File: src/design/rida_pkg.sv
// Package for the region id block allocator: sizes, command codes, item and
// result types, and the width clamp and metaphysical shift helpers.
// No dependencies.
package rida_pkg;

   localparam int MIN_ID_BITS   = 18;
   localparam int MAX_ID_BITS   = 24;
   localparam int BLOCK_BITS    = MAX_ID_BITS - MIN_ID_BITS;
   localparam int NUM_BLOCKS    = 1 << BLOCK_BITS;
   localparam int LOG_LEN_BITS  = $clog2(BLOCK_BITS);
   localparam int IMPL_RESET    = 24;

   // field widths of the channels
   localparam int CMD_W   = 1;
   localparam int REQB_W  = 6;
   localparam int SID_W   = 24;
   localparam int EID_W   = 25;
   localparam int GB_W    = 5;
   localparam int SMETA_W = 23;
   localparam int EMETA_W = 24;
   localparam int IMPL_W  = 5;

   typedef enum logic [CMD_W-1:0] {
      CMD_ALLOC = 1'b0,
      CMD_FREE  = 1'b1
   } cmd_type;

   typedef struct packed {
      logic [CMD_W-1:0]  command;
      logic [REQB_W-1:0] request_bits;
      logic [SID_W-1:0]  free_start_id;
      logic [EID_W-1:0]  free_end_id;
   } item_type;

   typedef struct packed {
      logic               success;
      logic [GB_W-1:0]    granted_bits;
      logic [SID_W-1:0]   start_id;
      logic [EID_W-1:0]   end_id;
      logic [SMETA_W-1:0] start_meta_id;
      logic [EMETA_W-1:0] end_meta_id;
   } result_type;

   // top to engine
   typedef struct packed {
      logic start;
      logic take;
   } eng_ctl_type;

   // engine to top
   typedef struct packed {
      logic idle;
      logic done;
   } eng_status_type;

   // Zero selects the default width; then clamp to MIN .. MAX-1.
   function automatic logic [GB_W-1:0] clamp_bits(input logic [REQB_W-1:0] req);
      logic [GB_W-1:0] b;
      begin
         b = GB_W'(MIN_ID_BITS);
         if (req == '0) begin
            b = GB_W'(MIN_ID_BITS);
         end else if (req >= REQB_W'(MAX_ID_BITS)) begin
            b = GB_W'(MAX_ID_BITS - 1);
         end else if (req < REQB_W'(MIN_ID_BITS)) begin
            b = GB_W'(MIN_ID_BITS);
         end else begin
            b = req[GB_W-1:0];
         end
         return b;
      end
   endfunction

   // Metaphysical shift: MIN - (clamped implemented width - MIN).
   function automatic logic [IMPL_W-1:0] meta_shift(input logic [IMPL_W-1:0] impl);
      logic [IMPL_W-1:0] w;
      begin
         w = impl;
         if (w > IMPL_W'(MAX_ID_BITS)) begin
            w = IMPL_W'(MAX_ID_BITS);
         end
         if (w <= IMPL_W'(MIN_ID_BITS)) begin
            w = IMPL_W'(MIN_ID_BITS + 1);
         end
         return IMPL_W'(MIN_ID_BITS) - (w - IMPL_W'(MIN_ID_BITS));
      end
   endfunction

endpackage

File: src/design/rida_ifs.sv
// Channel interfaces of the region id block allocator: request, response
// and register write. Depends on rida_pkg.
interface rida_req_if import rida_pkg::*; ();
   logic              valid;
   logic              ready;
   logic [CMD_W-1:0]  command;
   logic [REQB_W-1:0] request_bits;
   logic [SID_W-1:0]  free_start_id;
   logic [EID_W-1:0]  free_end_id;

   modport source (output valid, command, request_bits, free_start_id, free_end_id,
                   input ready);
   modport sink   (input valid, command, request_bits, free_start_id, free_end_id,
                   output ready);
endinterface

interface rida_rsp_if import rida_pkg::*; ();
   logic               valid;
   logic               ready;
   logic               success;
   logic [GB_W-1:0]    granted_bits;
   logic [SID_W-1:0]   start_id;
   logic [EID_W-1:0]   end_id;
   logic [SMETA_W-1:0] start_meta_id;
   logic [EMETA_W-1:0] end_meta_id;

   modport source (output valid, success, granted_bits, start_id, end_id,
                   start_meta_id, end_meta_id, input ready);
   modport sink   (input valid, success, granted_bits, start_id, end_id,
                   start_meta_id, end_meta_id, output ready);
endinterface

interface rida_csr_if import rida_pkg::*; ();
   logic              valid;
   logic              ready;
   logic [IMPL_W-1:0] data;

   modport source (output valid, data, input ready);
   modport sink   (input valid, data, output ready);
endinterface

File: src/design/rida_engine.sv
// Used-map of region id blocks and the sequencer that scans, marks and
// clears it one block per cycle. Depends on rida_pkg.
module rida_engine
   import rida_pkg::*;
(
   input  logic              clock,
   input  logic              reset,
   input  eng_ctl_type       ctl,
   input  item_type          item,
   input  logic [IMPL_W-1:0] impl_bits,
   output eng_status_type    status,
   output result_type        result
);

   typedef enum logic [2:0] {
      ST_CLEAR,
      ST_IDLE,
      ST_FREE,
      ST_SCAN,
      ST_MARK,
      ST_DONE
   } state_type;

   state_type                 state_ff, state_in;
   logic                      used_mem [NUM_BLOCKS];
   logic                      used_rd_ff;
   logic                      wr_en;
   logic                      wr_val;
   logic [BLOCK_BITS:0]       k_ff, k_in;
   logic [BLOCK_BITS:0]       last_ff, last_in;
   logic [BLOCK_BITS-1:0]     pos_ff, pos_in;
   logic [LOG_LEN_BITS-1:0]   lg_ff, lg_in;
   logic [GB_W-1:0]           bits_ff, bits_in;
   logic                      ok_ff, ok_in;
   logic                      grant_ff, grant_in;

   logic [BLOCK_BITS:0]       len;
   logic [BLOCK_BITS:0]       run_end;
   logic [BLOCK_BITS:0]       next_pos;
   logic [GB_W-1:0]           req_clamped;
   logic [LOG_LEN_BITS-1:0]   req_lg;
   logic [BLOCK_BITS:0]       req_len;
   logic [BLOCK_BITS:0]       free_last;
   logic                      cur_used;
   logic [IMPL_W-1:0]         sh;

   assign len       = (BLOCK_BITS+1)'(1) << lg_ff;
   assign run_end   = (BLOCK_BITS+1)'(pos_ff) + len - (BLOCK_BITS+1)'(1);
   assign next_pos  = (BLOCK_BITS+1)'(pos_ff) + len;
   assign cur_used  = used_rd_ff;

   assign req_clamped = clamp_bits(item.request_bits);
   assign req_lg      = LOG_LEN_BITS'(req_clamped - GB_W'(MIN_ID_BITS));
   assign req_len     = (BLOCK_BITS+1)'(1) << req_lg;

   // clip the release range at the end of the map
   always_comb begin
      if (item.free_end_id[EID_W-1:MIN_ID_BITS] > (EID_W-MIN_ID_BITS)'(NUM_BLOCKS)) begin
         free_last = (BLOCK_BITS+1)'(NUM_BLOCKS);
      end else begin
         free_last = (BLOCK_BITS+1)'(item.free_end_id[EID_W-1:MIN_ID_BITS]);
      end
   end

   always_comb begin
      state_in = state_ff;
      k_in     = k_ff;
      last_in  = last_ff;
      pos_in   = pos_ff;
      lg_in    = lg_ff;
      bits_in  = bits_ff;
      ok_in    = ok_ff;
      grant_in = grant_ff;
      wr_en    = 1'b0;
      wr_val   = 1'b0;
      unique case (state_ff)
         ST_CLEAR: begin
            // free one block per cycle after reset
            wr_en = 1'b1;
            if (k_ff == (BLOCK_BITS+1)'(NUM_BLOCKS - 1)) begin
               state_in = ST_IDLE;
            end else begin
               k_in = k_ff + (BLOCK_BITS+1)'(1);
            end
         end
         ST_IDLE: begin
            if (ctl.start) begin
               grant_in = 1'b0;
               if (cmd_type'(item.command) == CMD_FREE) begin
                  ok_in   = 1'b1;
                  k_in    = (BLOCK_BITS+1)'(item.free_start_id[SID_W-1:MIN_ID_BITS]);
                  last_in = free_last;
                  if (item.request_bits == '0) begin
                     state_in = ST_DONE;
                  end else begin
                     state_in = ST_FREE;
                  end
               end else begin
                  ok_in    = 1'b0;
                  bits_in  = req_clamped;
                  lg_in    = req_lg;
                  pos_in   = req_len[BLOCK_BITS-1:0];
                  k_in     = req_len;
                  state_in = ST_SCAN;
               end
            end
         end
         ST_FREE: begin
            if (k_ff < last_ff) begin
               wr_en = 1'b1;
               k_in  = k_ff + (BLOCK_BITS+1)'(1);
            end else begin
               state_in = ST_DONE;
            end
         end
         ST_SCAN: begin
            if (cur_used) begin
               // skip to the next aligned run
               if (next_pos >= (BLOCK_BITS+1)'(NUM_BLOCKS)) begin
                  state_in = ST_DONE;
               end else begin
                  pos_in = next_pos[BLOCK_BITS-1:0];
                  k_in   = next_pos;
               end
            end else if (k_ff == run_end) begin
               k_in     = (BLOCK_BITS+1)'(pos_ff);
               state_in = ST_MARK;
            end else begin
               k_in = k_ff + (BLOCK_BITS+1)'(1);
            end
         end
         ST_MARK: begin
            wr_en  = 1'b1;
            wr_val = 1'b1;
            if (k_ff == run_end) begin
               ok_in    = 1'b1;
               grant_in = 1'b1;
               state_in = ST_DONE;
            end else begin
               k_in = k_ff + (BLOCK_BITS+1)'(1);
            end
         end
         ST_DONE: begin
            if (ctl.take) begin
               state_in = ST_IDLE;
            end
         end
         default: state_in = ST_IDLE;
      endcase
   end

   always_ff @(posedge clock) begin
      if (reset) begin
         state_ff <= ST_CLEAR;
         k_ff     <= '0;
         ok_ff    <= 1'b0;
         grant_ff <= 1'b0;
      end else begin
         state_ff <= state_in;
         k_ff     <= k_in;
         ok_ff    <= ok_in;
         grant_ff <= grant_in;
      end
      last_ff <= last_in;
      pos_ff  <= pos_in;
      lg_ff   <= lg_in;
      bits_ff <= bits_in;
   end

   // one block written and one read per cycle; the read follows the next
   // index so the registered bit belongs to k_ff
   always_ff @(posedge clock) begin
      if (wr_en) begin
         used_mem[k_ff[BLOCK_BITS-1:0]] <= wr_val;
      end
      used_rd_ff <= used_mem[k_in[BLOCK_BITS-1:0]];
   end

   assign sh = meta_shift(impl_bits);

   assign status.idle = (state_ff == ST_IDLE);
   assign status.done = (state_ff == ST_DONE);

   always_comb begin
      result         = '0;
      result.success = ok_ff;
      if (grant_ff) begin
         result.granted_bits  = bits_ff;
         result.start_id      = {pos_ff, MIN_ID_BITS'(0)};
         result.end_id        = {next_pos, MIN_ID_BITS'(0)};
         result.start_meta_id = SMETA_W'(pos_ff) << sh;
         result.end_meta_id   = EMETA_W'((BLOCK_BITS+1)'(pos_ff) + (BLOCK_BITS+1)'(1)) << sh;
      end
   end

   // a run is only marked after the scan found every block of it free
   a_mark_free: assert property (@(posedge clock) disable iff (reset)
      state_ff == ST_MARK |-> !cur_used)
      else $error("marking a block that is already used");

   a_scan_in_run: assert property (@(posedge clock) disable iff (reset)
      state_ff == ST_SCAN |-> (k_ff >= (BLOCK_BITS+1)'(pos_ff)) && (k_ff <= run_end))
      else $error("scan index left the candidate run");

   a_scan_aligned: assert property (@(posedge clock) disable iff (reset)
      state_ff == ST_SCAN |->
         (((BLOCK_BITS+1)'(pos_ff) & (len - (BLOCK_BITS+1)'(1))) == '0) && (pos_ff != '0))
      else $error("candidate run misaligned or on reserved block");

   a_grant_ok: assert property (@(posedge clock) disable iff (reset)
      state_ff == ST_DONE && grant_ff |-> ok_ff && (k_ff == run_end))
      else $error("grant reported without marked run");

endmodule

File: src/design/region_id_block_allocator.sv
// Top level of the region id block allocator: channel handshakes, the
// implemented width register and the response register.
// Depends on rida_pkg, rida_ifs and rida_engine.
//
// Usage: the req channel carries allocate and free commands, the rsp channel
// returns one result per command, and the csr channel writes the implemented
// region id width (always ready, written on any transfer; write it only while
// no command is in flight). The map holds 64 blocks of 2^18 ids, block 0
// reserved.
// Sequence: a free releases the blocks of its range and then shows its result
// (none are released when the width is zero). An allocate runs the first-fit
// scan, marks the run that it finds, if any, and then shows its result. One
// command at a time: req ready is high only while the sequencer is idle, from
// the cycle after the previous result moved into the response register.
// After reset the map is cleared one block per cycle with req ready low, and the
// width resets to 24. A finished result sits in the response register; while
// the receiver stalls, the next command may be accepted and worked, and its
// result waits in the engine until the register frees.
module region_id_block_allocator
   import rida_pkg::*;
(
   input  logic       clock,
   input  logic       reset,
   rida_req_if.sink   req,
   rida_rsp_if.source rsp,
   rida_csr_if.sink   csr
);

   eng_ctl_type       ctl;
   eng_status_type    status;
   item_type          item;
   result_type        result;

   logic [IMPL_W-1:0] impl_ff;
   logic              rsp_valid_ff;
   result_type        rsp_ff;

   assign item.command       = req.command;
   assign item.request_bits  = req.request_bits;
   assign item.free_start_id = req.free_start_id;
   assign item.free_end_id   = req.free_end_id;

   assign req.ready = status.idle;
   assign csr.ready = 1'b1;

   assign ctl.start = req.valid && status.idle;
   assign ctl.take  = status.done && (!rsp_valid_ff || rsp.ready);

   rida_engine u_engine (
      .clock     (clock),
      .reset     (reset),
      .ctl       (ctl),
      .item      (item),
      .impl_bits (impl_ff),
      .status    (status),
      .result    (result)
   );

   always_ff @(posedge clock) begin
      if (reset) begin
         impl_ff      <= IMPL_W'(IMPL_RESET);
         rsp_valid_ff <= 1'b0;
      end else begin
         if (csr.valid) begin
            impl_ff <= csr.data;
         end
         if (ctl.take) begin
            rsp_valid_ff <= 1'b1;
         end else if (rsp.ready) begin
            rsp_valid_ff <= 1'b0;
         end
      end
      if (ctl.take) begin
         rsp_ff <= result;
      end
   end

   assign rsp.valid         = rsp_valid_ff;
   assign rsp.success       = rsp_ff.success;
   assign rsp.granted_bits  = rsp_ff.granted_bits;
   assign rsp.start_id      = rsp_ff.start_id;
   assign rsp.end_id        = rsp_ff.end_id;
   assign rsp.start_meta_id = rsp_ff.start_meta_id;
   assign rsp.end_meta_id   = rsp_ff.end_meta_id;

endmodule

File: src/flat_wrapper.sv
// flat-port wrapper written by rule: the top's interface ports become plain ports
module region_id_block_allocator_flat import rida_pkg::*;
  (clock, reset, req_valid, req_command, req_request_bits, req_free_start_id, req_free_end_id, req_ready, rsp_valid, rsp_success, rsp_granted_bits, rsp_start_id, rsp_end_id, rsp_start_meta_id, rsp_end_meta_id, rsp_ready, csr_valid, csr_data, csr_ready);
  rida_req_if req_i ();
  rida_rsp_if rsp_i ();
  rida_csr_if csr_i ();
  input  logic clock;
  input  logic reset;
  input wire logic [$bits(req_i.valid)-1:0] req_valid;
  input wire logic [$bits(req_i.command)-1:0] req_command;
  input wire logic [$bits(req_i.request_bits)-1:0] req_request_bits;
  input wire logic [$bits(req_i.free_start_id)-1:0] req_free_start_id;
  input wire logic [$bits(req_i.free_end_id)-1:0] req_free_end_id;
  output wire logic [$bits(req_i.ready)-1:0] req_ready;
  output wire logic [$bits(rsp_i.valid)-1:0] rsp_valid;
  output wire logic [$bits(rsp_i.success)-1:0] rsp_success;
  output wire logic [$bits(rsp_i.granted_bits)-1:0] rsp_granted_bits;
  output wire logic [$bits(rsp_i.start_id)-1:0] rsp_start_id;
  output wire logic [$bits(rsp_i.end_id)-1:0] rsp_end_id;
  output wire logic [$bits(rsp_i.start_meta_id)-1:0] rsp_start_meta_id;
  output wire logic [$bits(rsp_i.end_meta_id)-1:0] rsp_end_meta_id;
  input wire logic [$bits(rsp_i.ready)-1:0] rsp_ready;
  input wire logic [$bits(csr_i.valid)-1:0] csr_valid;
  input wire logic [$bits(csr_i.data)-1:0] csr_data;
  output wire logic [$bits(csr_i.ready)-1:0] csr_ready;
  assign req_i.valid = req_valid;
  assign req_i.command = req_command;
  assign req_i.request_bits = req_request_bits;
  assign req_i.free_start_id = req_free_start_id;
  assign req_i.free_end_id = req_free_end_id;
  assign req_ready = req_i.ready;
  assign rsp_valid = rsp_i.valid;
  assign rsp_success = rsp_i.success;
  assign rsp_granted_bits = rsp_i.granted_bits;
  assign rsp_start_id = rsp_i.start_id;
  assign rsp_end_id = rsp_i.end_id;
  assign rsp_start_meta_id = rsp_i.start_meta_id;
  assign rsp_end_meta_id = rsp_i.end_meta_id;
  assign rsp_i.ready = rsp_ready;
  assign csr_i.valid = csr_valid;
  assign csr_i.data = csr_data;
  assign csr_ready = csr_i.ready;
  region_id_block_allocator u_core (.clock(clock), .reset(reset), .req(req_i), .rsp(rsp_i), .csr(csr_i));
endmodule
File: config.mk
export PLATFORM = sky130hd
export DESIGN_NAME = region_id_block_allocator_flat
export DESIGN_NICKNAME = d
export VERILOG_FILES = /design/src/design/rida_pkg.sv /design/src/design/rida_ifs.sv /design/src/design/rida_engine.sv /design/src/design/region_id_block_allocator.sv /design/src/flat_wrapper.sv
export SDC_FILE = /design/constraint.sdc
export NUM_CORES = 1
export LEC_CHECK = 0
export ABC_AREA = 1
export ABC_CLOCK_PERIOD_IN_PS = 12400
export BUFFER_PORTS_ARGS = -buffer_cell sky130_fd_sc_hd__buf_2
export CORE_ASPECT_RATIO = 0.5
export CORE_MARGIN = 2
export CORE_UTILIZATION = 40
export DETAILED_ROUTE_END_ITERATION = 8
export HOLD_SLACK_MARGIN = 0.06
export SLEW_MARGIN = 20
export SYNTH_ARGS = -nofsm -noshare
export SYNTH_HDL_FRONTEND = slang
export SYNTH_SLANG_ARGS = --single-unit
File: constraint.sdc
create_clock -name clock -period 12.4 [get_ports clock]
set_input_delay 2.48 -clock clock [delete_from_list [all_inputs] [get_ports clock]]
set_output_delay 2.48 -clock clock [all_outputs]
set_load 0.02 [all_outputs]
==> impl_metrics.ini <==
[finish]
multi_input_area_sq_um = 3870
layout.nets = 1314
diodes = 0
syn_to_final_growth_pct = 11.9
fillerInstances = 2254
drive_gt1_frac = 0.128
seq_area_sq_um = 4880
finalInstanceArea_sq_um = 10700
fin_util = 0.463

[routing]
vias_per_cell = 5.06
num_vias = 7855
drt_iter0_markers = 675
finalWirelength_um = 23600
wl_per_cell_um = 15.2
first_pass_iters = 7
drcViolationCount = 0
antenna_left = 0

[clock_network]
cts_hold_buf = 0
cts_buffers = 17
cts_max_path_buffers = 2
h-tree-depth = 4
cts.sinks = 169
clock_latency_ns = 0.45
clkSlewWorstSetupHoldPaths_ns = 0.07
post_cts_buffers = 0
post_cts_resized = 0
cts_tree = done
clockRootBuffer = clkbuf_16

[yosys]
syn_area_sq_um = 9560
synthArstFlopShare = 0
avgSynthCellArea_sq_um = 8.38
ys_warn_count = 0
ys_types = 47
ys_top_cells_by_area = edfxtp_1 47%, nand2_1 8.8%, nand3_1 7.4%
synth_top_area_share = 0.471
syn-instance-count = 1141
yosysSeqAreaShare = 0.511
synth_edf_count = 150
synth.largest_area_cell = edfxtp_1
yosys_register_bits = 169
ys.flop_type = edfxtp_1

[placed_design]
dp_hpwl_um = 16900
place_congestion = 0.864
pre_cts_slack_ns = 7.00
post_dp_cell_area_sq_um = 10200
io_buffers = 97

[sta]
finalCritPeriodShare = 0.400
fmax_mhz = 201
finalHoldViolations = 0
fin_setup_tns_ns = 0
slew_headroom = 0.424
setup_viol = 0
rsz0062_at_grt = no
clock_skew_ns = 0.0111
worstMarginPinSlew_ns = 0.857
worst_slack_ns = 7.43
min_period_ns = 4.97
drv_slew = 0

[worst_setup_path]
start_kind = primary input
worstPathRequired_ns = 12.75
arrival_ns = 5.31
critical_path_class = primary input to register
end_kind = register
worstPathMaxFanout = 33

[global_routing]
grt_overflow_total = 0
grtUsageTotal = 0.190
grt_pass1_wl_um = 37600
antenna_found_initial = 0
grt_pass1_vias = 7357
grt_max_degree = 67

[floorplanning]
core-area_sq_um = 23100
die_y_um = 113
floorplan.initialDensity = 0.413
row_count = 39
die_w_um = 223
die_area_sq_um = 25200
num_io_pins = 171

[power_and_ir_drop]
seqPwrFrac = 0.337
p_int_mw = 1.24
p_clk_frac = 0.222
switchingPower_mw = 0.982
powerDensity_nw_per_um2 = 208
finalPower_mw = 2.22
p_leak_nw = 4.52
p_sw_frac = 0.442
pwr-share-comb = 0.441
peakVddDrop_v = 0.000105

[outcome]
outcome = finished, final reports clean

[hold_path]
hp-class = register to register

[job]
max_cap_violations = 0
## placed cells by master, fill, tap and decap left out, drive strengths merged, types with 2 or more instances in the layout
cell / count
o22ai: 11
nand3: 149
a211oi: 7
xnor2: 2
clkbuf: 21
or2: 2
conb: 47
xor2: 5
nand4: 8
nor4: 4
edfxtp: 150
clkinv: 11
o21a: 2
a21oi: 37
inv: 136
o31ai: 2
clkinvlp: 2
buf: 101
o2111ai: 2
a31oi: 4
nor3: 23
o21ai: 66
dfxtp: 19
a221oi: 4
nand2: 234
nor2: 171
ha: 16
## worst paths after layout
kind / from / endpoint / slack (ns) / cells after the start
min: u_core.u_engine.ok_ff / u_core.rsp.success / 0.45 / 0
min reg2reg: u_core.u_engine.ok_ff / u_core.rsp.success / 0.45 / 0
max: req_valid / u_core.u_engine.cur_used / 7.43 / 18
max reg2reg: u_core.u_engine.lg_ff[1] / u_core.u_engine.cur_used / 7.60 / 28
## flip-flops by register name, summed over array words and instances (netlist names), 3 cells and up
signal and flops:
u_core.rsp.start_meta_id 23, u_core.u_engine.pos_ff 6, u_core.rsp.end_id 7, u_core.rsp.start_id 6, u_core.u_engine.last_ff 7, u_core.u_engine.k_ff 7
u_core.rsp.end_meta_id 24, u_core.rsp.granted_bits 5, u_core.u_engine.lg_ff 3, u_core.u_engine.bits_ff 4, u_core.impl_ff 5, u_core.u_engine.state_ff 3
u_core.u_engine.used_mem 64
## metrics by stage
step	hold WS, ns	cells
2_1_floorplan	0.409	1186
3_3_place_gp	0.432	1519
3_5_place_dp	0.421	1519
4_1_cts	0.447	1551
5_1_grt	0.462	1551
6_report	0.446	1551
## critical path: stages
cell and delay [ns]:
buf_2 0.09, nand2_1 0.10, nor2_1 0.66, nand2_1 0.19, nand3_1 0.13, nor3_1 0.06
nand2_1 0.07, inv_1 0.06, nand2_4 0.31, nand2_4 0.34, nand2_1 0.14, nand3_1 0.08
nand3_1 0.14, nand3_1 0.11, nand3_1 0.12, nand2_1 0.09, nand2_1 0.07, nand2_1 0.04
## area by class of cell
cell class | instances | share of cell area
repair buffers | 101 | 0.0482
flip-flops and latches | 169 | 0.457
multi-input cells | 803 | 0.362
inverters | 139 | 0.0490
well taps | 307 | 0.0359
clock inverters | 11 | 0.00760
clock buffers | 21 | 0.0412
## routing by layer
metal / track usage / routed length [um]
met2: 0.326 / 11300
met3: 0.0379 / 1190
met1: 0.242 / 10700
met4: 0.0671 / 425
met5: 0 / 0
## power by group through the flow
stage	combinational (mW)	clock, mW	sequential, mW
after global routing	1.09	0.522	0.753
after detailed placement	0.972	0	0.760
after global placement	0.962	0	0.759
final	0.980	0.493	0.747
after floorplan	0.764	0	0.758
after CTS	0.977	0.499	0.748
## cells by family after synthesis
kind of cell	count (synthesis)	synth area share
adder cells (fa/ha/maj)	17	0.0230
AND/OR/NAND/NOR	591	0.272
XOR/XNOR	7	0.00641
multiplexers	1	0.00105
other	2	0.000785
AO/OA/AOI/OAI	140	0.0824
flip-flops	169	0.511
buffers and inverters	214	0.104
## synthesized netlist by cell type (3+ instances only)
master	instances
xor2_1	5
buf_4	41
edfxtp_1	150
o22ai_1	11
nand3_1	141
nand4_1	7
a21oi_1	37
clkinv_1	3
inv_1	132
buf_2	3
nand2_2	6
nor2_2	6
inv_2	3
nor2_4	3
o21ai_0	63
a221oi_1	4
buf_6	4
nand3_2	7
ha_1	16
a31oi_1	4
nand2_4	3
nand2_1	225
clkbuf_1	25
nor4_1	4
nor2_1	162
nor3_1	23
a211oi_1	7
dfxtp_1	19
(Power assumes the default switching activity.)
